File: config.mk
export PLATFORM = sky130hd
export DESIGN_NAME = rcm_div
export DESIGN_NICKNAME = d
export VERILOG_FILES = /design/src/rtl/rcm_pkg.sv /design/src/rtl/rcm_div.sv
export SDC_FILE = /design/constraint.sdc
export NUM_CORES = 2
export LEC_CHECK = 0
export ABC_AREA = 1
export ABC_CLOCK_PERIOD_IN_PS = 4800
export BUFFER_PORTS_ARGS = -buffer_cell sky130_fd_sc_hd__clkbuf_2
export CORE_ASPECT_RATIO = 1.2
export CORE_UTILIZATION = 55
export CTS_CLUSTER_DIAMETER = 200
export DETAILED_ROUTE_END_ITERATION = 10
export GPL_TIMING_DRIVEN = 0
export PLACE_DENSITY_LB_ADDON = 0.15
export SYNTH_ARGS = -nofsm -noshare
export SYNTH_HDL_FRONTEND = slang
export SYNTH_SLANG_ARGS = --single-unit
export TNS_END_PERCENT = 10
File: constraint.sdc
create_clock -name clk -period 4.8 [get_ports clk]
set_clock_uncertainty 0.2 [all_clocks]
set_input_delay 0.24 -clock clk [delete_from_list [all_inputs] [get_ports clk]]
set_output_delay 0.24 -clock clk [all_outputs]
set_load 0.01 [all_outputs]
File: src/rtl/rcm_pkg.sv
// Shared types and constants for the rectangle coordinate mapper.
// Holds the beat structs, register map, action codes and datapath widths.
// No dependencies.
package rcm_pkg;

    localparam int FIELD_W = 16;
    localparam int DEN_W   = 16;
    // signed offset of a coordinate from its rectangle origin
    localparam int N_W     = 18;
    // |offset * extent| + extent/2
    localparam int MAG_W   = N_W - 1 + DEN_W + 1;
    // signed value ahead of saturation
    localparam int VAL_W   = MAG_W + 2;
    localparam int LANES   = 4;
    localparam int ADDR_W  = 5;
    localparam int DATA_W  = 32;

    localparam int OR_SWAP     = 0;
    localparam int OR_MIRROR_X = 1;
    localparam int OR_MIRROR_Y = 2;

    typedef enum logic [1:0] {
        ACT_MAP_PT,
        ACT_UNMAP_PT,
        ACT_MAP_RECT,
        ACT_UNMAP_RECT
    } action_t;

    typedef enum logic [2:0] {
        REG_FROM_MIN,
        REG_FROM_MAX,
        REG_TO_MIN,
        REG_TO_MAX,
        REG_ORIENT
    } reg_idx_t;

    typedef struct packed {
        action_t                    action;
        logic signed [FIELD_W-1:0]  in_x;
        logic signed [FIELD_W-1:0]  in_y;
        logic signed [FIELD_W-1:0]  in_x2;
        logic signed [FIELD_W-1:0]  in_y2;
    } in_t;

    typedef struct packed {
        logic signed [FIELD_W-1:0]  out_x;
        logic signed [FIELD_W-1:0]  out_y;
        logic signed [FIELD_W-1:0]  out_x2;
        logic signed [FIELD_W-1:0]  out_y2;
        logic                       bad_rect;
    } out_t;

    typedef struct packed {
        logic [DATA_W-1:0] from_min;
        logic [DATA_W-1:0] from_max;
        logic [DATA_W-1:0] to_min;
        logic [DATA_W-1:0] to_max;
        logic [2:0]        orient;
    } cfg_t;

    typedef struct packed {
        logic unmap;
        logic rect;
        logic bad;
    } ctrl_t;

    localparam cfg_t CFG_RST = '{
        from_min: 32'h0000_0000,
        from_max: 32'h0001_0001,
        to_min:   32'h0000_0000,
        to_max:   32'h0001_0001,
        orient:   3'd0
    };

    function automatic logic signed [FIELD_W-1:0] lo_half(input logic [DATA_W-1:0] r);
        return $signed(r[FIELD_W-1:0]);
    endfunction

    function automatic logic signed [FIELD_W-1:0] hi_half(input logic [DATA_W-1:0] r);
        return $signed(r[DATA_W-1:FIELD_W]);
    endfunction

endpackage

File: src/rtl/rcm_div.sv
// Pipelined restoring divider lane, one quotient bit per register stage.
// Carries a side tag alongside the quotient. Depends on rcm_pkg.
module rcm_div
#(
    parameter int TAG_W = 1
)
(
    input  logic                        clk,
    input  logic                        rst_n,
    input  logic                        en,
    input  logic                        in_valid,
    input  logic [rcm_pkg::MAG_W-1:0]   dividend,
    input  logic [rcm_pkg::DEN_W-1:0]   den,
    input  logic [TAG_W-1:0]            tag_in,
    output logic                        out_valid,
    output logic [rcm_pkg::MAG_W-1:0]   quotient,
    output logic [TAG_W-1:0]            tag_out
);

    localparam int MW  = rcm_pkg::MAG_W;
    localparam int DW  = rcm_pkg::DEN_W;
    localparam int NST = rcm_pkg::MAG_W;

    logic               vld_reg  [NST];
    logic [MW-1:0]      dq_reg   [NST];
    logic [TAG_W-1:0]   tag_reg  [NST];
    logic [DW-1:0]      rem_reg  [NST-1];
    logic [DW-1:0]      den_reg  [NST-1];

    logic [MW-1:0]      src_dq   [NST];
    logic [DW-1:0]      src_rem  [NST];
    logic [DW-1:0]      src_den  [NST];
    logic [DW:0]        trial    [NST];
    logic [DW:0]        diff     [NST];
    logic               ge       [NST];
    logic [MW-1:0]      dq_next  [NST];
    logic [DW-1:0]      rem_next [NST-1];

    always_comb
    begin
        src_dq[0]  = dividend;
        src_rem[0] = '0;
        src_den[0] = den;
        for (int i = 1; i < NST; i++)
        begin
            src_dq[i]  = dq_reg[i-1];
            src_rem[i] = rem_reg[i-1];
            src_den[i] = den_reg[i-1];
        end
        // shift in the next dividend bit, quotient bit enters at the bottom
        for (int i = 0; i < NST; i++)
        begin
            trial[i]   = {src_rem[i], src_dq[i][MW-1]};
            diff[i]    = trial[i] - {1'b0, src_den[i]};
            ge[i]      = trial[i] >= {1'b0, src_den[i]};
            dq_next[i] = {src_dq[i][MW-2:0], ge[i]};
        end
        for (int i = 0; i < NST-1; i++)
        begin
            rem_next[i] = ge[i] ? diff[i][DW-1:0] : trial[i][DW-1:0];
        end
    end

    always_ff @(posedge clk or negedge rst_n)
    begin
        if (!rst_n)
        begin
            for (int i = 0; i < NST; i++)
            begin
                vld_reg[i] <= 1'b0;
            end
        end
        else if (en)
        begin
            vld_reg[0] <= in_valid;
            for (int i = 1; i < NST; i++)
            begin
                vld_reg[i] <= vld_reg[i-1];
            end
        end
    end

    always_ff @(posedge clk)
    begin
        if (en)
        begin
            tag_reg[0] <= tag_in;
            for (int i = 0; i < NST; i++)
            begin
                dq_reg[i] <= dq_next[i];
            end
            for (int i = 1; i < NST; i++)
            begin
                tag_reg[i] <= tag_reg[i-1];
            end
            for (int i = 0; i < NST-1; i++)
            begin
                rem_reg[i] <= rem_next[i];
                den_reg[i] <= src_den[i];
            end
        end
    end

    assign out_valid = vld_reg[NST-1];
    assign quotient  = dq_reg[NST-1];
    assign tag_out   = tag_reg[NST-1];

endmodule

**Word level (Yosys, flattened, before mapping)**

Memories as Yosys holds them, arrays and structs flattened.
Cells that the tools add are included.

- Flip-flop bits (word level): 34
- Bits in writable memories: 2246
- Input bits: 55
- Output and inout bits: 36
- Logic and storage cells: 140
- Memories kept: 4

- Add/sub/neg operators: 33
- $lt $le $gt $ge: 34
- Multiplexer cells: 35

Memory list:

| memory | depth | bits a word | rd ports | clocked after Yosys merged registers in | wr ports | RTL line | source |
|---|---|---|---|---|---|---|---|
| dq_reg | 34 | 34 | 34 | 0 | 34 | rcm_div.sv:25 | `logic [MW-1:0] dq_reg [NST];` |
| den_reg | 33 | 16 | 33 | 0 | 33 | rcm_div.sv:28 | `logic [DW-1:0] den_reg [NST-1];` |
| rem_reg | 33 | 16 | 33 | 0 | 33 | rcm_div.sv:27 | `logic [DW-1:0] rem_reg [NST-1];` |
| tag_reg | 34 | 1 | 34 | 0 | 34 | rcm_div.sv:26 | `logic [TAG_W-1:0] tag_reg [NST];` |

Operators by type and width:

| kind | count |
|---|---|
| $ge 17x16->1 | 33 |
| $mux 16 | 33 |
| $sub 16x16->16 | 32 |
| $ge 1x16->1 | 1 |
| $sub 1x16->16 | 1 |
| $mux 1 | 2 |

**Logic depth before layout (Yosys ltp)**

An unclocked memory read counts as a cell.

- Depth after elaboration: 3
- Mapped depth: 15
- Mapped depth without buffers: 13

**Least setup slack after synthesis**

Ideal clock, no wire load.

- Kind: reg2reg
- Start: memory den_reg[0][96] (netlist name)
- End: memory rem_reg[0][120] (netlist name), data pin
- Library setup time: 0.253 ns
- Arrival time: 1.686 ns
- Required time: 4.347 ns
- Path slack: 2.661 ns
- Stages on the path, launching flop included: 10
- Path buffers: 0
- Period minus slack after synthesis: 2.139 ns
- Cell sequence: edfxtp_1 -> ha_1 -> fa_1 -> inv_1 -> nand3_1 -> nand3_1 -> a21oi_1 -> or2_2 -> nand3_1 -> nand2_1

RTL lines:

| item | RTL line |
|---|---|
| from (decl) | rcm_div.sv:28 |
| to (decl) | rcm_div.sv:27 |

==> run_results.csv <==
group,metric,value,unit
drt,viasPerCell,5.05,
clock_tree,h-tree-depth,4,
floorplanning,core_area,0.203,mm²
placement,gp_congestion,0.930,
drt,drc,0,
global_routing,grt_overflow,0,
critical_path,path_class,"in2reg",
timing,report.final.slew_viol_count,0,
clock_tree,cts.sinks,2280,
synthesis,synth_ff_type,"edfxtp_1",
synthesis,synthMuxAreaShare,0,%
floorplanning,die_w,415,µm
timing,period_minus_slack,4480,ps
pwr,p_per_area,603,mW/mm²
critical_path,worst_setup_path_end_kind,"register",
clock_tree,cts_inserted_buffers,221,
clock_tree,clock_path_buffers,3,
synthesis,yosysWarnings,0,
global_routing,antenna_found_initial,1,
global_routing,grt_max_degree,129,
synthesis,yosys.area.top_type_share,60.0,%
clock_tree,clkLatencyLatePin,890,ps
global_routing,grt_use_met2,43.9,%
critical_path,cp.arrival,4800,ps
synthesis,ys_types,47,
timing,tightest_slew,1070,ps
synthesis,yosysSeqAreaShare,60.7,%
timing,clock.fmax,223,MHz
placement,hpwl,185,mm
layout,syn2layout_area_growth,11.6,%
critical_path,rrSetupSlack,2160,ps
timing,rsz0062_at_grt,"false",
floorplanning,start_util,55.4,%
placement,port_buffers,90,
run_status,status,"finished, final reports clean",
synthesis,syn-instance-count,11400,
global_routing,grt_pass1_wl,387,mm
synthesis,syn_area_per_cell,9.91,µm²
global_routing,grt_use_met1,28.1,%
min_path,hp-class,"reg2reg",
synthesis,synthSimpleGateAreaFrac,21.7,%
floorplanning,rows,181,
critical_path,required,5120,ps
pwr,p_leak,0.0589,µW
synthesis,synth-xor-area-share,1.53,%
drt,ant_nets,0,
clock_tree,clkSlewWorstSetupHoldPaths,60,ps
pwr,worst_ir_drop_vdd,0.000442,V
timing,setup_violations,0,
critical_path,cp-start-kind,"input port",
layout,drive_gt1_share,6.47,%
timing,slew_headroom,27.9,%
timing,final.period_utilization,93.4,%
floorplanning,die_area,0.206,mm²
pwr,power.total,75700,µW
drt,drt-initial-drc-count,4593,
synthesis,synth_edf_count,2246,
synthesis,synth_fp_nets,12000,
drt,vias,73900,
critical_path,crit_fanout,124,
clock_tree,cts_tree,"built",
synthesis,synth_compound_area_share,1.88,%
drt,first_pass_iters,6,
synthesis,yosys.area.top_type,"edfxtp_1",
synthesis,mappedNetlistArea,0.112,mm²
global_routing,grt_use_met3,2.78,%
global_routing,grt_busiest_layer,"met2",
synthesis,synthAdderAreaFrac,6.46,%
layout,nNetsFinal,12400,
drt,wl,246,mm
timing,finalHoldViolations,0,
floorplanning,die_h,497,µm
drt,post_drt_wl_per_cell,16.8,µm
synthesis,synth_top_family_by_area,"simple AND/OR/NAND/NOR gates",
global_routing,grt_pass1_vias,72800,
synthesis,ys_seq_elements,2280,
floorplanning,ios,91,
layout,fin_util,61.9,%
run,max_cap_viol_count,0,
synthesis,synth_area_leaders,"edfxtp_1, nand2_1, inv_1",
global_routing,grt_usage,23.8,%
clock_tree,cts_root_buf,"clkbuf_16",
synthesis,synthArstFlopShare,1.49,%
layout,largest_reg_flops,1156,
[logic make-up (layout without fill, tap and decap cells)]
group / count (synthesis) / in the layout
adder cells (fa/ha/maj): 562 / 562
XOR/XNOR: 196 / 196
other: 0 / 2
flip-flops: 2280 / 2280
AND/OR/NAND/NOR: 5736 / 5736
AO/OA/AOI/OAI: 396 / 396
buffers and inverters: 2185 / 2817
[layer usage]
| layer | share of wire [%] | wire, µm |
|---|---|---|
| met5 | 0 | 0 |
| met4 | 3.8 | 9340 |
| met3 | 3.3 | 8010 |
| met2 | 52 | 129000 |
| met1 | 41 | 100000 |
[cell usage in the layout (no fill, tap or decap), types with 55 or more instances in the layout]
| cell | count |
|---|---|
| clkbuf_2 | 99 |
| edfxtp_1 | 2246 |
| nor2_1 | 427 |
| nand2_2 | 55 |
| xor2_1 | 150 |
| a21oi_1 | 304 |
| ha_1 | 530 |
| nor3_1 | 90 |
| nand4_1 | 133 |
| nand3_1 | 854 |
| dlygate4sd3_1 | 107 |
| nand2_1 | 3916 |
| nand3b_1 | 74 |
| inv_1 | 2046 |
| clkbuf_16 | 221 |
[cells in the mapped netlist (9+ instances only)]
library cell     n
buf_2           47
nand2_4         27
nand2_1       3916
nand3_2         21
o21bai_1        18
dfrtp_1         34
and3_1          13
or2_2           26
o21a_1          24
a21oi_1        304
buf_6           33
and2_1          23
xor2_1         150
ha_1           530
nand3b_1        74
o21ai_1          9
nand4_1        133
nor3_1          90
buf_4           19
nor2_1         427
fa_1            32
inv_1         2046
nor2_4          30
inv_2           17
nand3_1        854
clkbuf_2        10
nand2_2         55
xnor2_1         46
nor2_2          23
edfxtp_1      2246
o21ai_0         35
[report_power, final]
group | internal (µW) | switching [µW] | total (µW)
logic | 9850 | 19000 | 28800
clock network | 10300 | 7660 | 17900
registers | 26700 | 2220 | 28900
total | 46800 | 28800 | 75700
[timing repair]
item,CTS,global route
endpoints found under the setup margin,0,4
hold buffers,108,0
buffers inserted,0,0
gates resized for setup,0,1
hold endpoints to repair,223,0
[area by class of cell]
class	count	area, µm²
antenna	2	5.00
buffer	122	920
clock buffer	261	5680
clock inverter	153	1950
fill	16700	77400
inverter	2063	7740
multi-input combinational	6890	35500
sequential	2280	68300
tap	2653	3320
timing repair buffer	218	2100
[worst max-delay path, stage by stage]
cell	delay, ps
dlygate4sd3_1	580
buf_8	650
buf_16	440
buf_16	410
buf_16	500
buf_16	480
buf_16	450
buf_16	440
[worst paths after layout]
path	depth (start not counted)	end	start
setup / recovery	8	dq_reg[30][27]	en
hold / removal	0	dq_reg[15][26]	dq_reg[14][25]
setup reg to reg	9	rem_reg[0][441]	rem_reg[0][424]
hold reg to reg	0	dq_reg[15][26]	dq_reg[14][25]
max in group asynchronous	4	vld_reg[11]	rst_n
min in group asynchronous	4	vld_reg[25]	rst_n
[through the flow]
step	hold slack (ps)	worst slack, ps	std cells	TNS [ps]	area (µm²)
after CTS	112	324	14600	0	126000
final	197	315	14600	0	126000
after floorplan	-256	2660	11400	0	112000
after global placement	144	-35200	14100	-	116000
after global routing	188	58.4	14600	0	126000
after detailed placement	169	-81.2	14100	-7930	117000
Power figures use the tool's default switching activity.
