### src/rtl/rcm_pkg.sv
// Shared types and constants for the rectangle coordinate mapper.
// Holds the beat structs, register map, action codes and datapath widths.
// No dependencies.
package rcm_pkg;

    localparam int FIELD_W = 16;
    localparam int DEN_W   = 16;
    // signed offset of a coordinate from its rectangle origin
    localparam int N_W     = 18;
    // |offset * extent| + extent/2
    localparam int MAG_W   = N_W - 1 + DEN_W + 1;
    // signed value ahead of saturation
    localparam int VAL_W   = MAG_W + 2;
    localparam int LANES   = 4;
    localparam int ADDR_W  = 5;
    localparam int DATA_W  = 32;

    localparam int OR_SWAP     = 0;
    localparam int OR_MIRROR_X = 1;
    localparam int OR_MIRROR_Y = 2;

    typedef enum logic [1:0] {
        ACT_MAP_PT,
        ACT_UNMAP_PT,
        ACT_MAP_RECT,
        ACT_UNMAP_RECT
    } action_t;

    typedef enum logic [2:0] {
        REG_FROM_MIN,
        REG_FROM_MAX,
        REG_TO_MIN,
        REG_TO_MAX,
        REG_ORIENT
    } reg_idx_t;

    typedef struct packed {
        action_t                    action;
        logic signed [FIELD_W-1:0]  in_x;
        logic signed [FIELD_W-1:0]  in_y;
        logic signed [FIELD_W-1:0]  in_x2;
        logic signed [FIELD_W-1:0]  in_y2;
    } in_t;

    typedef struct packed {
        logic signed [FIELD_W-1:0]  out_x;
        logic signed [FIELD_W-1:0]  out_y;
        logic signed [FIELD_W-1:0]  out_x2;
        logic signed [FIELD_W-1:0]  out_y2;
        logic                       bad_rect;
    } out_t;

    typedef struct packed {
        logic [DATA_W-1:0] from_min;
        logic [DATA_W-1:0] from_max;
        logic [DATA_W-1:0] to_min;
        logic [DATA_W-1:0] to_max;
        logic [2:0]        orient;
    } cfg_t;

    typedef struct packed {
        logic unmap;
        logic rect;
        logic bad;
    } ctrl_t;

    localparam cfg_t CFG_RST = '{
        from_min: 32'h0000_0000,
        from_max: 32'h0001_0001,
        to_min:   32'h0000_0000,
        to_max:   32'h0001_0001,
        orient:   3'd0
    };

    function automatic logic signed [FIELD_W-1:0] lo_half(input logic [DATA_W-1:0] r);
        return $signed(r[FIELD_W-1:0]);
    endfunction

    function automatic logic signed [FIELD_W-1:0] hi_half(input logic [DATA_W-1:0] r);
        return $signed(r[DATA_W-1:FIELD_W]);
    endfunction

endpackage

### src/rtl/rcm_back.sv
// Back end of the mapper: sign and translate, unmap mirror and swap, saturate,
// reorder rectangle corners. Three register stages. Depends on rcm_pkg.
module rcm_back
#(
    parameter int COORD_BITS = 16
)
(
    input  logic                                             clk,
    input  logic                                             rst_n,
    input  logic                                             en,
    input  logic                                             in_valid,
    input  rcm_pkg::ctrl_t                                   ctrl,
    input  logic [rcm_pkg::LANES-1:0][rcm_pkg::MAG_W-1:0]    quotient,
    input  logic [rcm_pkg::LANES-1:0]                        neg,
    input  rcm_pkg::cfg_t                                    cfg,
    output logic                                             out_valid,
    output rcm_pkg::out_t                                    rsp
);

    localparam int FW = rcm_pkg::FIELD_W;
    localparam int MW = rcm_pkg::MAG_W;
    localparam int VW = rcm_pkg::VAL_W;
    localparam int LN = rcm_pkg::LANES;
    localparam logic signed [VW-1:0] SAT_HI = VW'((64'sd1 <<< (COORD_BITS - 1)) - 64'sd1);
    localparam logic signed [VW-1:0] SAT_LO = ~SAT_HI;

    logic                   b1_valid_reg;
    rcm_pkg::ctrl_t         b1_ctrl_reg;
    logic signed [VW-1:0]   b1_v_reg  [LN];
    logic signed [VW-1:0]   b1_v_next [LN];

    logic                   b2_valid_reg;
    rcm_pkg::ctrl_t         b2_ctrl_reg;
    logic signed [VW-1:0]   b2_r_reg  [LN];
    logic signed [VW-1:0]   b2_r_next [LN];

    logic                   b3_valid_reg;
    rcm_pkg::out_t          b3_rsp_reg, b3_rsp_next;

    function automatic logic signed [VW-1:0] sat(input logic signed [VW-1:0] v);
        if (v > SAT_HI)
        begin
            return SAT_HI;
        end
        if (v < SAT_LO)
        begin
            return SAT_LO;
        end
        return v;
    endfunction

    always_comb
    begin
        logic signed [FW-1:0] off;
        logic signed [VW-1:0] qs;
        for (int l = 0; l < LN; l++)
        begin
            if (ctrl.unmap)
            begin
                off = (l % 2 == 0) ? rcm_pkg::lo_half(cfg.from_min)
                                   : rcm_pkg::hi_half(cfg.from_min);
            end
            else
            begin
                off = (l % 2 == 0) ? rcm_pkg::lo_half(cfg.to_min)
                                   : rcm_pkg::hi_half(cfg.to_min);
            end
            qs           = $signed({{(VW-MW){1'b0}}, quotient[l]});
            b1_v_next[l] = neg[l] ? VW'(off) - qs : VW'(off) + qs;
        end
    end

    always_comb
    begin
        logic signed [VW-1:0] vx, vy, fxs, fys;
        fxs = VW'(rcm_pkg::lo_half(cfg.from_min)) + VW'(rcm_pkg::lo_half(cfg.from_max));
        fys = VW'(rcm_pkg::hi_half(cfg.from_min)) + VW'(rcm_pkg::hi_half(cfg.from_max));
        for (int p = 0; p < 2; p++)
        begin
            vx = b1_v_reg[2*p];
            vy = b1_v_reg[2*p+1];
            if (b1_ctrl_reg.unmap)
            begin
                if (cfg.orient[rcm_pkg::OR_MIRROR_X])
                begin
                    vx = fxs - vx;
                end
                if (cfg.orient[rcm_pkg::OR_MIRROR_Y])
                begin
                    vy = fys - vy;
                end
                if (cfg.orient[rcm_pkg::OR_SWAP])
                begin
                    b2_r_next[2*p]   = sat(vy);
                    b2_r_next[2*p+1] = sat(vx);
                end
                else
                begin
                    b2_r_next[2*p]   = sat(vx);
                    b2_r_next[2*p+1] = sat(vy);
                end
            end
            else
            begin
                b2_r_next[2*p]   = sat(vx);
                b2_r_next[2*p+1] = sat(vy);
            end
        end
    end

    always_comb
    begin
        logic signed [VW-1:0] x0, y0, x1, y1;
        x0 = b2_r_reg[0];
        y0 = b2_r_reg[1];
        x1 = '0;
        y1 = '0;
        if (b2_ctrl_reg.rect)
        begin
            // order the corners so min never exceeds max
            x0 = (b2_r_reg[0] > b2_r_reg[2]) ? b2_r_reg[2] : b2_r_reg[0];
            x1 = (b2_r_reg[0] > b2_r_reg[2]) ? b2_r_reg[0] : b2_r_reg[2];
            y0 = (b2_r_reg[1] > b2_r_reg[3]) ? b2_r_reg[3] : b2_r_reg[1];
            y1 = (b2_r_reg[1] > b2_r_reg[3]) ? b2_r_reg[1] : b2_r_reg[3];
        end
        if (b2_ctrl_reg.bad)
        begin
            x0 = '0;
            y0 = '0;
            x1 = '0;
            y1 = '0;
        end
        b3_rsp_next.out_x    = x0[FW-1:0];
        b3_rsp_next.out_y    = y0[FW-1:0];
        b3_rsp_next.out_x2   = x1[FW-1:0];
        b3_rsp_next.out_y2   = y1[FW-1:0];
        b3_rsp_next.bad_rect = b2_ctrl_reg.bad;
    end

    always_ff @(posedge clk or negedge rst_n)
    begin
        if (!rst_n)
        begin
            b1_valid_reg <= 1'b0;
            b2_valid_reg <= 1'b0;
            b3_valid_reg <= 1'b0;
        end
        else if (en)
        begin
            b1_valid_reg <= in_valid;
            b2_valid_reg <= b1_valid_reg;
            b3_valid_reg <= b2_valid_reg;
        end
    end

    always_ff @(posedge clk)
    begin
        if (en)
        begin
            b1_ctrl_reg <= ctrl;
            b1_v_reg    <= b1_v_next;
            b2_ctrl_reg <= b1_ctrl_reg;
            b2_r_reg    <= b2_r_next;
            b3_rsp_reg  <= b3_rsp_next;
        end
    end

    assign out_valid = b3_valid_reg;
    assign rsp       = b3_rsp_reg;

endmodule

### config.mk
export PLATFORM = sky130hd
export DESIGN_NAME = rcm_back
export DESIGN_NICKNAME = d
export VERILOG_FILES = /design/src/rtl/rcm_pkg.sv /design/src/rtl/rcm_back.sv
export SDC_FILE = /design/constraint.sdc
export NUM_CORES = 2
export LEC_CHECK = 0
export CORE_ASPECT_RATIO = 0.7
export CORE_MARGIN = 2
export CORE_UTILIZATION = 45
export DETAILED_ROUTE_END_ITERATION = 10
export DONT_BUFFER_PORTS = 1
export PLACE_DENSITY = 0.65
export SYNTH_ARGS = -nofsm -noshare
export SYNTH_HDL_FRONTEND = slang
export SYNTH_SLANG_ARGS = --single-unit
### constraint.sdc
create_clock -name clk -period 8.5 [get_ports clk]
set_input_delay 1.275 -clock clk [delete_from_list [all_inputs] [get_ports clk]]
set_output_delay 1.275 -clock clk [all_outputs]
set_load 0.05 [all_outputs]
# Yosys cells after proc, flatten, opt, wreduce, memory -nomap -nowiden
# Index checks and enable logic that the tools add are counted.
# Widths: inputs -> output; s select.
totals:
  memories: 0
  in_bits: 278
  ramBits: 0
  latchBits: 0
  wordCells: 187
  ff_bits: 361
  output_inout_bits: 66
  romBits: 0
op_classes:
  n_shift: 0
  bitwise_logic: 1
  eq_ne: 0
  div_mod_pow: 0
  magnitude_cmp: 18
  add_sub_neg: 14
  n_reduce_logical: 1
  multipliers: 0
  n_mux: 132
op_table:
  columns: ["op", "count"]
  rows:
  - ["$mux 36", 52]
  - ["$gt 36x16->1 const B", 8]
  - ["$lt 36x16->1 const B", 8]
  - ["$mux 72", 4]
  - ["$add 16x35->36", 4]
  - ["$sub 16x35->36", 4]
  - ["$sub 17x36->36", 4]
  - ["$mux 16", 8]
  - ["$gt 36x36->1", 2]
  - ["$mux 1", 68]
  - ["$add 16x16->17", 2]
  - ["$reduce_or 2->1", 1]
  - ["$not 1->1", 1]

# Depth between registers and ports, before layout
depth:
  ltp_word: 15
  ltp_mapped: 34
  mapped_depth_nobuf: 33

# Worst setup path after synthesis
# No wires, ideal clock.
synth_timing:
  path_type: "input port to flip-flop"
  start: "input port cfg[83] (netlist name)"
  end: "register b2_r_reg[76] (netlist name), data pin"
  setup_slack_ns: -1.475
  path_stages: 30
  arrival_ns: 9.711
  required_ns: 8.236
  setup_ns: 0.264
  n_path_buf: 4
  cell_sequence: "ha_1 inv_1 fa_1 nor2b_1 o21a_1 o21ai_0 a211oi_1 nor2_1 a211oi_1 o32ai_1 ha_1 clkbuf_1 a21oi_1 o21bai_1 a21oi_1 o21bai_1 a21oi_1 a21oi_1 o21a_1 o2111ai_1 or4b_1 xnor2_1 clkbuf_1 nand4_1 ha_1 clkbuf_1 clkbuf_1 nor2_1 o21ai_0 a211oi_1"
synth_rtl:
  columns: ["item", "line", "text"]
  rows:
  - ["from (decl)", "rcm_back.sv:15", "input rcm_pkg::cfg_t cfg,"]
  - ["to (signal assigned)", "rcm_back.sv:163", "b2_r_reg <= b2_r_next;"]
  - ["to (decl)", "rcm_back.sv:34", "logic signed [VW-1:0] b2_r_reg [LN];"]

==> summary.txt <==
Synth
  • Syn Area/Cell: 8.44 um2
  • Cell count after synthesis: 4669
  • Distinct cells, synth: 95
  • Top FF cell, synth: edfxtp_1
  • Mapped Area: 39400 um2
  • Sequential area share after synthesis: 0.275
  • Synthesized Nets: 5353
  • Ys async rst share: 0.00831
  • EDFF count, synth: 358
  • Number of warnings issued by yosys: 0
  • Number of synthesized register bits: 361

STA
  • Final setup margin: 383 ps
  • Total Neg Setup Slack: 0 ps
  • FMAX: 0.123 GHz
  • Tightest Pin Transition: 1400 ps
  • Max_slew headroom: 0.0622
  • Skew final: 24.0 ps
  • Max-slew violation count: 0
  • Final setup vio count: 0
  • Ratio of final minimum period to clock period: 0.955
  • Final min period: 8120 ps
  • Hold WS: 362 ps
  • Fin. Hold Viols: 0
  • RSZ-0062 raised after global routing: false

Final layout
  • Final nets: 5624
  • Area growth from synthesis to layout: 13.9%
  • Filler cell count: 8120
  • Share of layout cells above drive strength 1: 0.124
  • Commonest cells after routing, fill and taps aside: nor2_1, a21oi_1, buf_4
  • Post-Layout Cell Count: 6122
  • Commonest non-fill, non-tap cell in the layout: nor2_1

Detailed routing
  • Vias per std cell: 6.12
  • Via count: 37500
  • Total wire length: 134000 um
  • Routed WL per cell: 21.9 um
  • Iteration-0 DRC Markers: 4551
  • Antenna Violating Nets Remaining: 0
  • Pre-Repair DR Iteration Count: 6
  • Drt drc: 0

Die
  • Starting Density: 0.456
  • Die Width: 358 um
  • Area of the core: 86500 um2
  • DIE AREA: 90000 um2
  • Number of core rows: 90
  • Die Ht: 252 um
  • IO Pins: 344

Worst setup path
  • Slowest cell on crit path: a2111o_1
  • Worst setup EP type: flop
  • Worst path arrival time: 8470 ps
  • Critical path peak fanout: 14
  • Required @ worst endpoint: 8850 ps
  • Setup crit start kind: primary input
  • Class of the most critical setup path: in2reg
  • Buf/Inv on CP: 6
  • Max stage delay on crit path: 500 ps
  • Critical path's top delay family: simple AND/OR/NAND/NOR gates

Clock network
  • Inserted Clock Buffers: 40
  • Hold buffer count at CTS: 0
  • Root Driver: clkbuf_16
  • CTS clk-pin slew, worst paths: 60 ps
  • CTS max path bufs: 3
  • Sink Count: 361
  • Worst skew pair latency: 610 ps
  • H-tree levels: 2
  • CTS tree: done

Pwr
  • Power Total: 12.2 mW
  • PwrDens: 273 nW/um2
  • Maximum VDD drop: 153 uV
  • Leakage: 19.2 nW

Global routing
  • Vias in the first global route: 34400
  • First-pass GRT wire length: 203000 um
  • Gr usage total: 0.287
  • Grt ovf: 0
  • Largest net degree at the start of global routing: 362
  • Initial antenna violation count: 2

Place
  • Placer Congestion: 0.986
  • Placed cells: 6047
  • Post-DP HPWL: 107000 um
  • Number of port buffers: 0
  • Pre-CTS WS: -370 ps

Worst hold path
  • Min-Delay Path Class: in2async

Run status
  • Outcome: complete, no violations

Job
  • Max Cap Viol: 0
[metal layers]
metal / vias up / global-route usage / part of all wire
li1: 18000 / - / -
met4: 4 / 0.0686 / 0.025
met2: 1536 / 0.428 / 0.42
met3: 231 / 0.0562 / 0.093
met1: 17700 / 0.423 / 0.46
met5: - / 0 / 0.00050
[report_power, final]
| part | internal, mW | total [mW] | switching [mW] |
|---|---|---|---|
| sequential | 2.54 | 3.11 | 0.571 |
| clock | 1.03 | 1.82 | 0.796 |
| combinational | 3.15 | 7.30 | 4.15 |
[per-stage QoR]
| stage | utilization | instance area, um2 |
|---|---|---|
| 2_1_floorplan | - | 39500 |
| 3_3_place_gp | 0.503 | 43500 |
| 3_5_place_dp | 0.503 | 43500 |
| 4_1_cts | 0.518 | 44800 |
| 5_1_grt | 0.519 | 44900 |
| 6_report | 0.519 | 44900 |
[timing repair]
action / in CTS / in global routing
buffers inserted: 0 / 1
endpoints found under the setup margin: 0 / 94
hold endpoints to repair: 0 / 0
gates resized for setup: 0 / 18
[cells in the mapped netlist, drive strengths merged, types with 13 or more instances]
master | n | share of area
a2111oi | 18 | 0.0042
a211o | 39 | 0.0087
a211oi | 99 | 0.019
a21o | 156 | 0.030
a21oi | 423 | 0.054
a311oi | 16 | 0.0036
a31oi | 41 | 0.0070
a41o | 20 | 0.0051
and2 | 27 | 0.0043
and3 | 52 | 0.0083
buf | 30 | 0.0034
clkbuf | 161 | 0.015
edfxtp | 358 | 0.27
ha | 396 | 0.13
inv | 332 | 0.032
mux2 | 39 | 0.011
mux2i | 102 | 0.026
nand2 | 202 | 0.019
nand2b | 80 | 0.013
nand3 | 77 | 0.0098
nand4 | 82 | 0.013
nor2 | 473 | 0.045
nor2b | 85 | 0.013
nor3 | 110 | 0.014
nor4 | 59 | 0.0094
o2111ai | 48 | 0.011
o211ai | 27 | 0.0051
o21a | 69 | 0.013
o21ai | 261 | 0.033
o21bai | 42 | 0.0080
o221ai | 46 | 0.010
o31a | 13 | 0.0029
o31ai | 34 | 0.0070
or2 | 39 | 0.0062
or3 | 53 | 0.0084
or4 | 19 | 0.0037
xnor2 | 294 | 0.065
xor2 | 76 | 0.017
[area by class of cell]
cell class                      count  area (um2)  share of cell area
Tap cell                         1150        1440              0.0321
Clock buffer                       46        1020              0.0228
Antenna cell                        1        2.50           0.0000558
Clock inverter                     27         297             0.00661
Multi-Input combinational cell   3783       26700               0.596
Timing Repair Buffer              420        3290              0.0733
Inverter                          334        1260              0.0280
Sequential cell                   361       10800               0.241
[worst paths after layout]
| path | from | endpoint | slack [ps] | depth (start not counted) |
|---|---|---|---|---|
| setup / recovery | cfg[67] | b2_r_reg[70] | 380 | 33 |
| max in group asynchronous | rst_n | b2_valid_reg | 8070 | 0 |
| min in group clk | b1_ctrl_reg[0] | b2_ctrl_reg[0] | 440 | 0 |
| hold reg to reg | b1_ctrl_reg[0] | b2_ctrl_reg[0] | 440 | 0 |
| setup reg to reg | b1_v_reg[108] | b2_r_reg[76] | 2230 | 21 |
| hold / removal | rst_n | out_valid | 360 | 0 |
[logic make-up (layout without fill, tap and decap cells)]
| family | count (synthesis) | count (layout) | share of synthesized area |
|---|---|---|---|
| compound gates | 1465 | 1465 | 0.248 |
| other cells | 0 | 1 | 0 |
| flops | 361 | 361 | 0.275 |
| buf+inv | 525 | 827 | 0.0506 |
| mux | 141 | 141 | 0.0371 |
| xor+xnor | 370 | 370 | 0.0822 |
| simple gates | 1401 | 1401 | 0.177 |
| fa+ha+maj | 406 | 406 | 0.131 |
(Power assumes the default switching activity.)
