## src/rtl/rcm_pkg.sv

```systemverilog
// Shared types and constants for the rectangle coordinate mapper.
// Holds the beat structs, register map, action codes and datapath widths.
// No dependencies.
package rcm_pkg;

    localparam int FIELD_W = 16;
    localparam int DEN_W   = 16;
    // signed offset of a coordinate from its rectangle origin
    localparam int N_W     = 18;
    // |offset * extent| + extent/2
    localparam int MAG_W   = N_W - 1 + DEN_W + 1;
    // signed value ahead of saturation
    localparam int VAL_W   = MAG_W + 2;
    localparam int LANES   = 4;
    localparam int ADDR_W  = 5;
    localparam int DATA_W  = 32;

    localparam int OR_SWAP     = 0;
    localparam int OR_MIRROR_X = 1;
    localparam int OR_MIRROR_Y = 2;

    typedef enum logic [1:0] {
        ACT_MAP_PT,
        ACT_UNMAP_PT,
        ACT_MAP_RECT,
        ACT_UNMAP_RECT
    } action_t;

    typedef enum logic [2:0] {
        REG_FROM_MIN,
        REG_FROM_MAX,
        REG_TO_MIN,
        REG_TO_MAX,
        REG_ORIENT
    } reg_idx_t;

    typedef struct packed {
        action_t                    action;
        logic signed [FIELD_W-1:0]  in_x;
        logic signed [FIELD_W-1:0]  in_y;
        logic signed [FIELD_W-1:0]  in_x2;
        logic signed [FIELD_W-1:0]  in_y2;
    } in_t;

    typedef struct packed {
        logic signed [FIELD_W-1:0]  out_x;
        logic signed [FIELD_W-1:0]  out_y;
        logic signed [FIELD_W-1:0]  out_x2;
        logic signed [FIELD_W-1:0]  out_y2;
        logic                       bad_rect;
    } out_t;

    typedef struct packed {
        logic [DATA_W-1:0] from_min;
        logic [DATA_W-1:0] from_max;
        logic [DATA_W-1:0] to_min;
        logic [DATA_W-1:0] to_max;
        logic [2:0]        orient;
    } cfg_t;

    typedef struct packed {
        logic unmap;
        logic rect;
        logic bad;
    } ctrl_t;

    localparam cfg_t CFG_RST = '{
        from_min: 32'h0000_0000,
        from_max: 32'h0001_0001,
        to_min:   32'h0000_0000,
        to_max:   32'h0001_0001,
        orient:   3'd0
    };

    function automatic logic signed [FIELD_W-1:0] lo_half(input logic [DATA_W-1:0] r);
        return $signed(r[FIELD_W-1:0]);
    endfunction

    function automatic logic signed [FIELD_W-1:0] hi_half(input logic [DATA_W-1:0] r);
        return $signed(r[DATA_W-1:FIELD_W]);
    endfunction

endpackage

```

## src/rtl/rcm_front.sv

```systemverilog
// Front end of the mapper: action decode, swap and mirror, multiply, rounding bias.
// Three register stages feeding the divider lanes. Depends on rcm_pkg.
module rcm_front
(
    input  logic                                             clk,
    input  logic                                             rst_n,
    input  logic                                             en,
    input  logic                                             in_valid,
    input  rcm_pkg::in_t                                     req,
    input  rcm_pkg::cfg_t                                    cfg,
    output logic                                             out_valid,
    output rcm_pkg::ctrl_t                                   ctrl,
    output logic [rcm_pkg::LANES-1:0][rcm_pkg::MAG_W-1:0]    dividend,
    output logic [1:0][rcm_pkg::DEN_W-1:0]                   den,
    output logic [rcm_pkg::LANES-1:0]                        neg
);

    localparam int FW    = rcm_pkg::FIELD_W;
    localparam int NW    = rcm_pkg::N_W;
    localparam int DW    = rcm_pkg::DEN_W;
    localparam int MW    = rcm_pkg::MAG_W;
    localparam int LN    = rcm_pkg::LANES;

    // stage 1: offsets from origin, extents
    logic                   s1_valid_reg;
    rcm_pkg::ctrl_t         s1_ctrl_reg, s1_ctrl_next;
    logic signed [NW-1:0]   s1_n_reg [LN];
    logic signed [NW-1:0]   s1_n_next [LN];
    logic [DW-1:0]          s1_num_reg [2];
    logic [DW-1:0]          s1_num_next [2];
    logic [DW-1:0]          s1_den_reg [2];
    logic [DW-1:0]          s1_den_next [2];

    // stage 2: product magnitude
    logic                   s2_valid_reg;
    rcm_pkg::ctrl_t         s2_ctrl_reg;
    logic [MW-2:0]          s2_prod_reg [LN];
    logic [MW-2:0]          s2_prod_next [LN];
    logic [LN-1:0]          s2_neg_reg, s2_neg_next;
    logic [DW-1:0]          s2_den_reg [2];

    // stage 3: biased dividend
    logic                   s3_valid_reg;
    rcm_pkg::ctrl_t         s3_ctrl_reg;
    logic [LN-1:0][MW-1:0]  s3_dvd_reg, s3_dvd_next;
    logic [LN-1:0]          s3_neg_reg;
    logic [DW-1:0]          s3_den_reg [2];

    always_comb
    begin
        logic signed [FW-1:0] fx0, fy0, fx1, fy1, tx0, ty0, tx1, ty1;
        logic [DW:0]          fw_d, fh_d, tw_d, th_d;
        logic signed [FW-1:0] px, py, sx, sy;
        logic signed [NW-1:0] mx, my;
        fx0 = rcm_pkg::lo_half(cfg.from_min);
        fy0 = rcm_pkg::hi_half(cfg.from_min);
        fx1 = rcm_pkg::lo_half(cfg.from_max);
        fy1 = rcm_pkg::hi_half(cfg.from_max);
        tx0 = rcm_pkg::lo_half(cfg.to_min);
        ty0 = rcm_pkg::hi_half(cfg.to_min);
        tx1 = rcm_pkg::lo_half(cfg.to_max);
        ty1 = rcm_pkg::hi_half(cfg.to_max);
        fw_d = $unsigned((DW+1)'(fx1) - (DW+1)'(fx0));
        fh_d = $unsigned((DW+1)'(fy1) - (DW+1)'(fy0));
        tw_d = $unsigned((DW+1)'(tx1) - (DW+1)'(tx0));
        th_d = $unsigned((DW+1)'(ty1) - (DW+1)'(ty0));

        s1_ctrl_next.bad = (fx0 >= fx1) || (fy0 >= fy1) || (tx0 >= tx1) || (ty0 >= ty1);
        unique case (req.action)
            rcm_pkg::ACT_MAP_PT:     begin s1_ctrl_next.unmap = 1'b0; s1_ctrl_next.rect = 1'b0; end
            rcm_pkg::ACT_UNMAP_PT:   begin s1_ctrl_next.unmap = 1'b1; s1_ctrl_next.rect = 1'b0; end
            rcm_pkg::ACT_MAP_RECT:   begin s1_ctrl_next.unmap = 1'b0; s1_ctrl_next.rect = 1'b1; end
            rcm_pkg::ACT_UNMAP_RECT: begin s1_ctrl_next.unmap = 1'b1; s1_ctrl_next.rect = 1'b1; end
        endcase

        // x lanes scale by width ratio, y lanes by height ratio
        s1_num_next[0] = s1_ctrl_next.unmap ? fw_d[DW-1:0] : tw_d[DW-1:0];
        s1_den_next[0] = s1_ctrl_next.unmap ? tw_d[DW-1:0] : fw_d[DW-1:0];
        s1_num_next[1] = s1_ctrl_next.unmap ? fh_d[DW-1:0] : th_d[DW-1:0];
        s1_den_next[1] = s1_ctrl_next.unmap ? th_d[DW-1:0] : fh_d[DW-1:0];

        for (int p = 0; p < 2; p++)
        begin
            px = (p == 0) ? $signed(req.in_x) : $signed(req.in_x2);
            py = (p == 0) ? $signed(req.in_y) : $signed(req.in_y2);
            sx = cfg.orient[rcm_pkg::OR_SWAP] ? py : px;
            sy = cfg.orient[rcm_pkg::OR_SWAP] ? px : py;
            mx = cfg.orient[rcm_pkg::OR_MIRROR_X] ?
                 NW'(fx0) + NW'(fx1) - NW'(sx) : NW'(sx);
            my = cfg.orient[rcm_pkg::OR_MIRROR_Y] ?
                 NW'(fy0) + NW'(fy1) - NW'(sy) : NW'(sy);
            if (s1_ctrl_next.unmap)
            begin
                s1_n_next[2*p]   = NW'(px) - NW'(tx0);
                s1_n_next[2*p+1] = NW'(py) - NW'(ty0);
            end
            else
            begin
                s1_n_next[2*p]   = mx - NW'(fx0);
                s1_n_next[2*p+1] = my - NW'(fy0);
            end
        end
    end

    always_comb
    begin
        logic [NW-1:0] mag;
        for (int l = 0; l < LN; l++)
        begin
            s2_neg_next[l]  = s1_n_reg[l][NW-1];
            mag             = s2_neg_next[l] ? $unsigned(-s1_n_reg[l]) : $unsigned(s1_n_reg[l]);
            s2_prod_next[l] = mag[NW-2:0] * s1_num_reg[l%2];
        end
    end

    always_comb
    begin
        for (int l = 0; l < LN; l++)
        begin
            s3_dvd_next[l] = {1'b0, s2_prod_reg[l]} + MW'(s2_den_reg[l%2] >> 1);
        end
    end

    always_ff @(posedge clk or negedge rst_n)
    begin
        if (!rst_n)
        begin
            s1_valid_reg <= 1'b0;
            s2_valid_reg <= 1'b0;
            s3_valid_reg <= 1'b0;
        end
        else if (en)
        begin
            s1_valid_reg <= in_valid;
            s2_valid_reg <= s1_valid_reg;
            s3_valid_reg <= s2_valid_reg;
        end
    end

    always_ff @(posedge clk)
    begin
        if (en)
        begin
            s1_ctrl_reg <= s1_ctrl_next;
            s1_n_reg    <= s1_n_next;
            s1_num_reg  <= s1_num_next;
            s1_den_reg  <= s1_den_next;
            s2_ctrl_reg <= s1_ctrl_reg;
            s2_prod_reg <= s2_prod_next;
            s2_neg_reg  <= s2_neg_next;
            s2_den_reg  <= s1_den_reg;
            s3_ctrl_reg <= s2_ctrl_reg;
            s3_dvd_reg  <= s3_dvd_next;
            s3_neg_reg  <= s2_neg_reg;
            s3_den_reg  <= s2_den_reg;
        end
    end

    assign out_valid = s3_valid_reg;
    assign ctrl      = s3_ctrl_reg;
    assign dividend  = s3_dvd_reg;
    assign neg       = s3_neg_reg;
    assign den[0]    = s3_den_reg[0];
    assign den[1]    = s3_den_reg[1];

endmodule

```

## config.mk

```make
export PLATFORM = sky130hd
export DESIGN_NAME = rcm_front
export DESIGN_NICKNAME = d
export VERILOG_FILES = /design/src/rtl/rcm_pkg.sv /design/src/rtl/rcm_front.sv
export SDC_FILE = /design/constraint.sdc
export NUM_CORES = 2
export LEC_CHECK = 0
export BUFFER_PORTS_ARGS = -buffer_cell sky130_fd_sc_hd__clkbuf_2
export CAP_MARGIN = 20
export CORE_AREA = 2 2 535 537
export DETAILED_ROUTE_END_ITERATION = 12
export DIE_AREA = 0 0 537 539
export SYNTH_ARGS = -nofsm -noshare
export SYNTH_HDL_FRONTEND = slang
export SYNTH_SLANG_ARGS = --single-unit
```

## constraint.sdc

```tcl
create_clock -name clk -period 20.1 [get_ports clk]
set_input_delay 3.015 -clock clk [delete_from_list [all_inputs] [get_ports clk]]
set_output_delay 3.015 -clock clk [all_outputs]
set_load 0.02 [all_outputs]
```

# Word-level counts from Yosys, hierarchy flattened
# Cells that the tools add are included.
dict set report totals {
  regBits 488
  inputBits 201
  out_inout_bits 176
  wordCells 94
}
dict set report classes {
  addsub 26
  mul 4
  n_lt_le_gt_ge 4
  n_eq_ne 3
  muxes 19
  n_reduce_logical 4
}
# operator n
set ops {}
lappend ops {{33-bit by 15-bit adder with 34-bit output} 4}
lappend ops {{17-bit by 16-bit multiplier with 33-bit output} 4}
lappend ops {{16-bit 2-to-1 mux} 8}
lappend ops {{18-bit 2-to-1 mux} 4}
lappend ops {{36-bit 2-to-1 mux} 2}
lappend ops {{17-bit by 16-bit subtractor with 18-bit output} 4}
lappend ops {{18-bit by 16-bit subtractor with 18-bit output} 4}
lappend ops {{17-bit 2-to-1 mux} 4}
lappend ops {{17-bit negation} 4}
lappend ops {{16-bit by 16-bit subtractor with 17-bit output} 4}
lappend ops {{16-bit greater-or-equal comparator} 4}
lappend ops {{16-bit subtractor} 4}
lappend ops {{16-bit by 16-bit adder with 17-bit output} 2}
lappend ops {{2-bit one-hot mux with 4 select lines} 1}
lappend ops {{2-bit == test, second input constant} 2}
lappend ops {{1-bit logical OR} 3}
lappend ops {{2-bit by 1-bit == test with 1-bit output, second input constant} 1}
lappend ops {{2-bit logical NOT} 1}

# Depth between registers and ports, before layout
dict set report depth {
  ltp_word 5
  depth_mapped 31
  ltp_nobuf 30
}

# Worst setup path after synthesis
# OpenSTA, ideal clock, no wires.
dict set report synth_timing {
  kind {input-to-reg}
  startpoint {input port cfg[0] (netlist name)}
  endpoint {register s1_n_reg[53] (netlist name) (data pin)}
  setup_ps 267
  arrival_time_ps 7733
  t_required_ps 19833
  path_slack_ps 12100
  stages 26
  n_path_buf 3
  cell_sequence {clkbuf_1 buf_1 buf_1 nand2_1 o21ai_0 ha_1 inv_1 fa_1 a21o_1 a21oi_1 o21bai_1 a21oi_1 o21ai_0 a21o_1 a211o_1 o211ai_1 o21ai_0 ha_1 o21ai_0 o21bai_1 a21oi_1 nand2b_1 a21oi_1 o41ai_1 xnor2_1 o21ai_0}
}
# item line_no
set synth_lines {}
lappend synth_lines {{start: declaration} rcm_front.sv:10} ;# input rcm_pkg::cfg_t cfg,
lappend synth_lines {{end signal: assignment} rcm_front.sv:145} ;# s1_n_reg <= s1_n_next;
lappend synth_lines {{end: declaration} rcm_front.sv:27} ;# logic signed [NW-1:0] s1_n_reg [LN];

==> impl_metrics.toml <==
[run_status]
outcome = "complete, no violations"

[logic_synthesis]
synth_fp_nets = 9352
ys.warnings.count = 0
syn_avg_cell_area_um2 = 9.38
netlist_area_um2 = 70500
ys.flop_type = "edfxtp_1"
synth_seq_cells = 488
synthCells = 7517
synth_edf_count = 485
yosysTopAreaCell = "fa_1"
yosysSeqAreaShare = 0.208
ys_types = 80
synth.area.top_cells = "fa_1 (24%), edfxtp_1 (21%), ha_1 (14%)"
async_flop_share = 0.00615
yosysTopAreaCellShare = 0.242

[final_layout]
syn2layout_area_growth_pct = 12.6
fin_nets = 9641
nFillCells = 30111
drive_gt1_frac = 0.0897
largest_reg_flops = 136
mostFrequentLayoutCell = "inv_1"
fin_area_um2 = 79400
register_area_um2 = 14600
multi_input_area_um2 = 51000
final_cell_mix = "inv_1 (1143), nand2_1 (890), fa_1 (854), ha_1 (780), and2_1 (528)"

[critical_path]
endpoint_kind = "flop"
cp_max_fo = 18
cp.required_ns = 20.58
critPathSlowestCell = "xor2_2"
crit_buf_inv = 4
slowest_delay_ns = 0.82
critical_path_arrival_ns = 9.24
cp_top_family = "adder cells"
crit_type = "reg2reg"
worst_setup_path_start_kind = "flop"
crit_top_cell = "fa_1"

[global_routing]
grt_pass1_vias = 53723
antenna_found_initial = 81
grt_first_pass_wirelength_um = 343000
grt.overflow.total = 0
grt_max_degree = 82
gr-usage-all-layers = 0.158

[sta]
fin_crit_ns = 8.76
setup_viol = 0
timing.slew.headroom = 0.214
slew_violations = 0
period_share = 0.436
final.setup.tns_ns = 0
fmax_ghz = 0.114
hold_violations = 0
rsz0062_at_grt = "no"
worstMarginPinSlew_ns = 1.17
final.setup_skew_ns = 0.0714

[clock_network]
cts_buffer_depth = 3
cts_tree = "yes"
cts_buffers = 60
path_clk_slew_ns = 0.07
ctsHoldBuffers = 0
cts_max_level = 2
clock-sinks = 488
root_buffer = "clkbuf_16"
cts.repair.resized = 0
cts_setup_buffers = 0
clk_latency_ns = 0.75

[route]
drt-pass1-iter-count = 6
routed_wl_um = 231000
drt-initial-drc-count = 3397
drc = 0
wire_per_inst_um = 19.8
vias = 53851
via_per_inst = 4.63
ant_nets = 0

[floorplan]
start_util = 0.248
die_area_um2 = 289000
ios = 377
coreArea_um2 = 284000
rows = 196
die_h_um = 539
die_w_um = 537

[place]
placedInstanceArea_um2 = 77300
hpwl_um = 187000
routabilityCongestion = 0.910
numPortBuffers = 376

[flow_run]
drv_cap = 0

[min_path]
hold_class = "reg2reg"
[worst paths after layout]
kind / cells after the start / startpoint / slack (ns) / to
setup / recovery: 28 / s1_n_reg[0] / 11.34 / s2_prod_reg[31]
hold / removal: 0 / s1_den_reg[14] / 0.42 / s2_den_reg[14]
setup reg to reg: 28 / s1_n_reg[0] / 11.34 / s2_prod_reg[31]
hold reg to reg: 0 / s1_den_reg[14] / 0.42 / s2_den_reg[14]
max in group asynchronous: 1 / rst_n / 17.88 / out_valid
min in group asynchronous: 1 / rst_n / 2.12 / out_valid
[routing by layer]
layer	GRT usage	vias to the layer above	wire length (µm)
met5	0	-	316
met3	0.0322	476	15300
li1	-	25324	-
met1	0.196	26390	94600
met2	0.247	1611	103000
met4	0.108	50	17700
[kinds of logic (layout without fill, tap and decap cells)]
logic type | Yosys count | after routing | share of synthesized area
adders and majority gates | 1634 | 1634 | 0.381
AOI/OAI and AO/OA | 1105 | 1105 | 0.0993
muxes | 131 | 131 | 0.0193
and+or+nand+nor | 2261 | 2261 | 0.156
buffers and inverters | 1393 | 1734 | 0.0742
other | 0 | 23 | 0
DFF | 488 | 488 | 0.208
xor gates and xnor gates | 505 | 505 | 0.0627
[per-stage QoR]
step,hold WS [ns],worst slack (ns),std cells,util
final,0.418,11.34,11643,0.280
after global routing,0.424,10.78,11636,0.280
after CTS,0.418,11.38,11617,0.279
after detailed placement,0.405,11.33,11503,0.272
after global placement,0.401,11.44,11502,0.272
after floorplan,0.400,12.10,7517,-
[layout make-up]
type,count,share of cell area
multi-input combinational,5636,0.643
sequential,488,0.184
tap,3762,0.0593
inverter,1144,0.0541
timing repair buffer,476,0.0335
clock buffer,67,0.0192
clock inverter,47,0.00628
antenna,23,0.000725
[cell usage after synthesis (15+ instances only)]
library cell and n:
inv_1 1144, nand2_1 890, fa_1 854, ha_1 780, and2_1 528, edfxtp_1 485
xnor2_1 364, a21oi_1 306, o21ai_0 294, nor2_1 293, clkbuf_1 229, xor2_1 141
a21o_1 119, nand3_1 114, nor3_1 95, mux2i_1 93, nor2b_1 74, nand2b_1 61
or3_1 54, and3_1 51, o21a_1 48, o21bai_1 42, mux2_2 38, nand4_1 35
a211oi_1 34, a31oi_1 30, o31ai_1 29, o211ai_1 24, a21boi_0 22, o2111ai_1 17
buf_1 16, o41ai_1 15
Power is not shown: default switching activity piles up to over one toggle a cycle in this logic, so the estimate is an artifact.
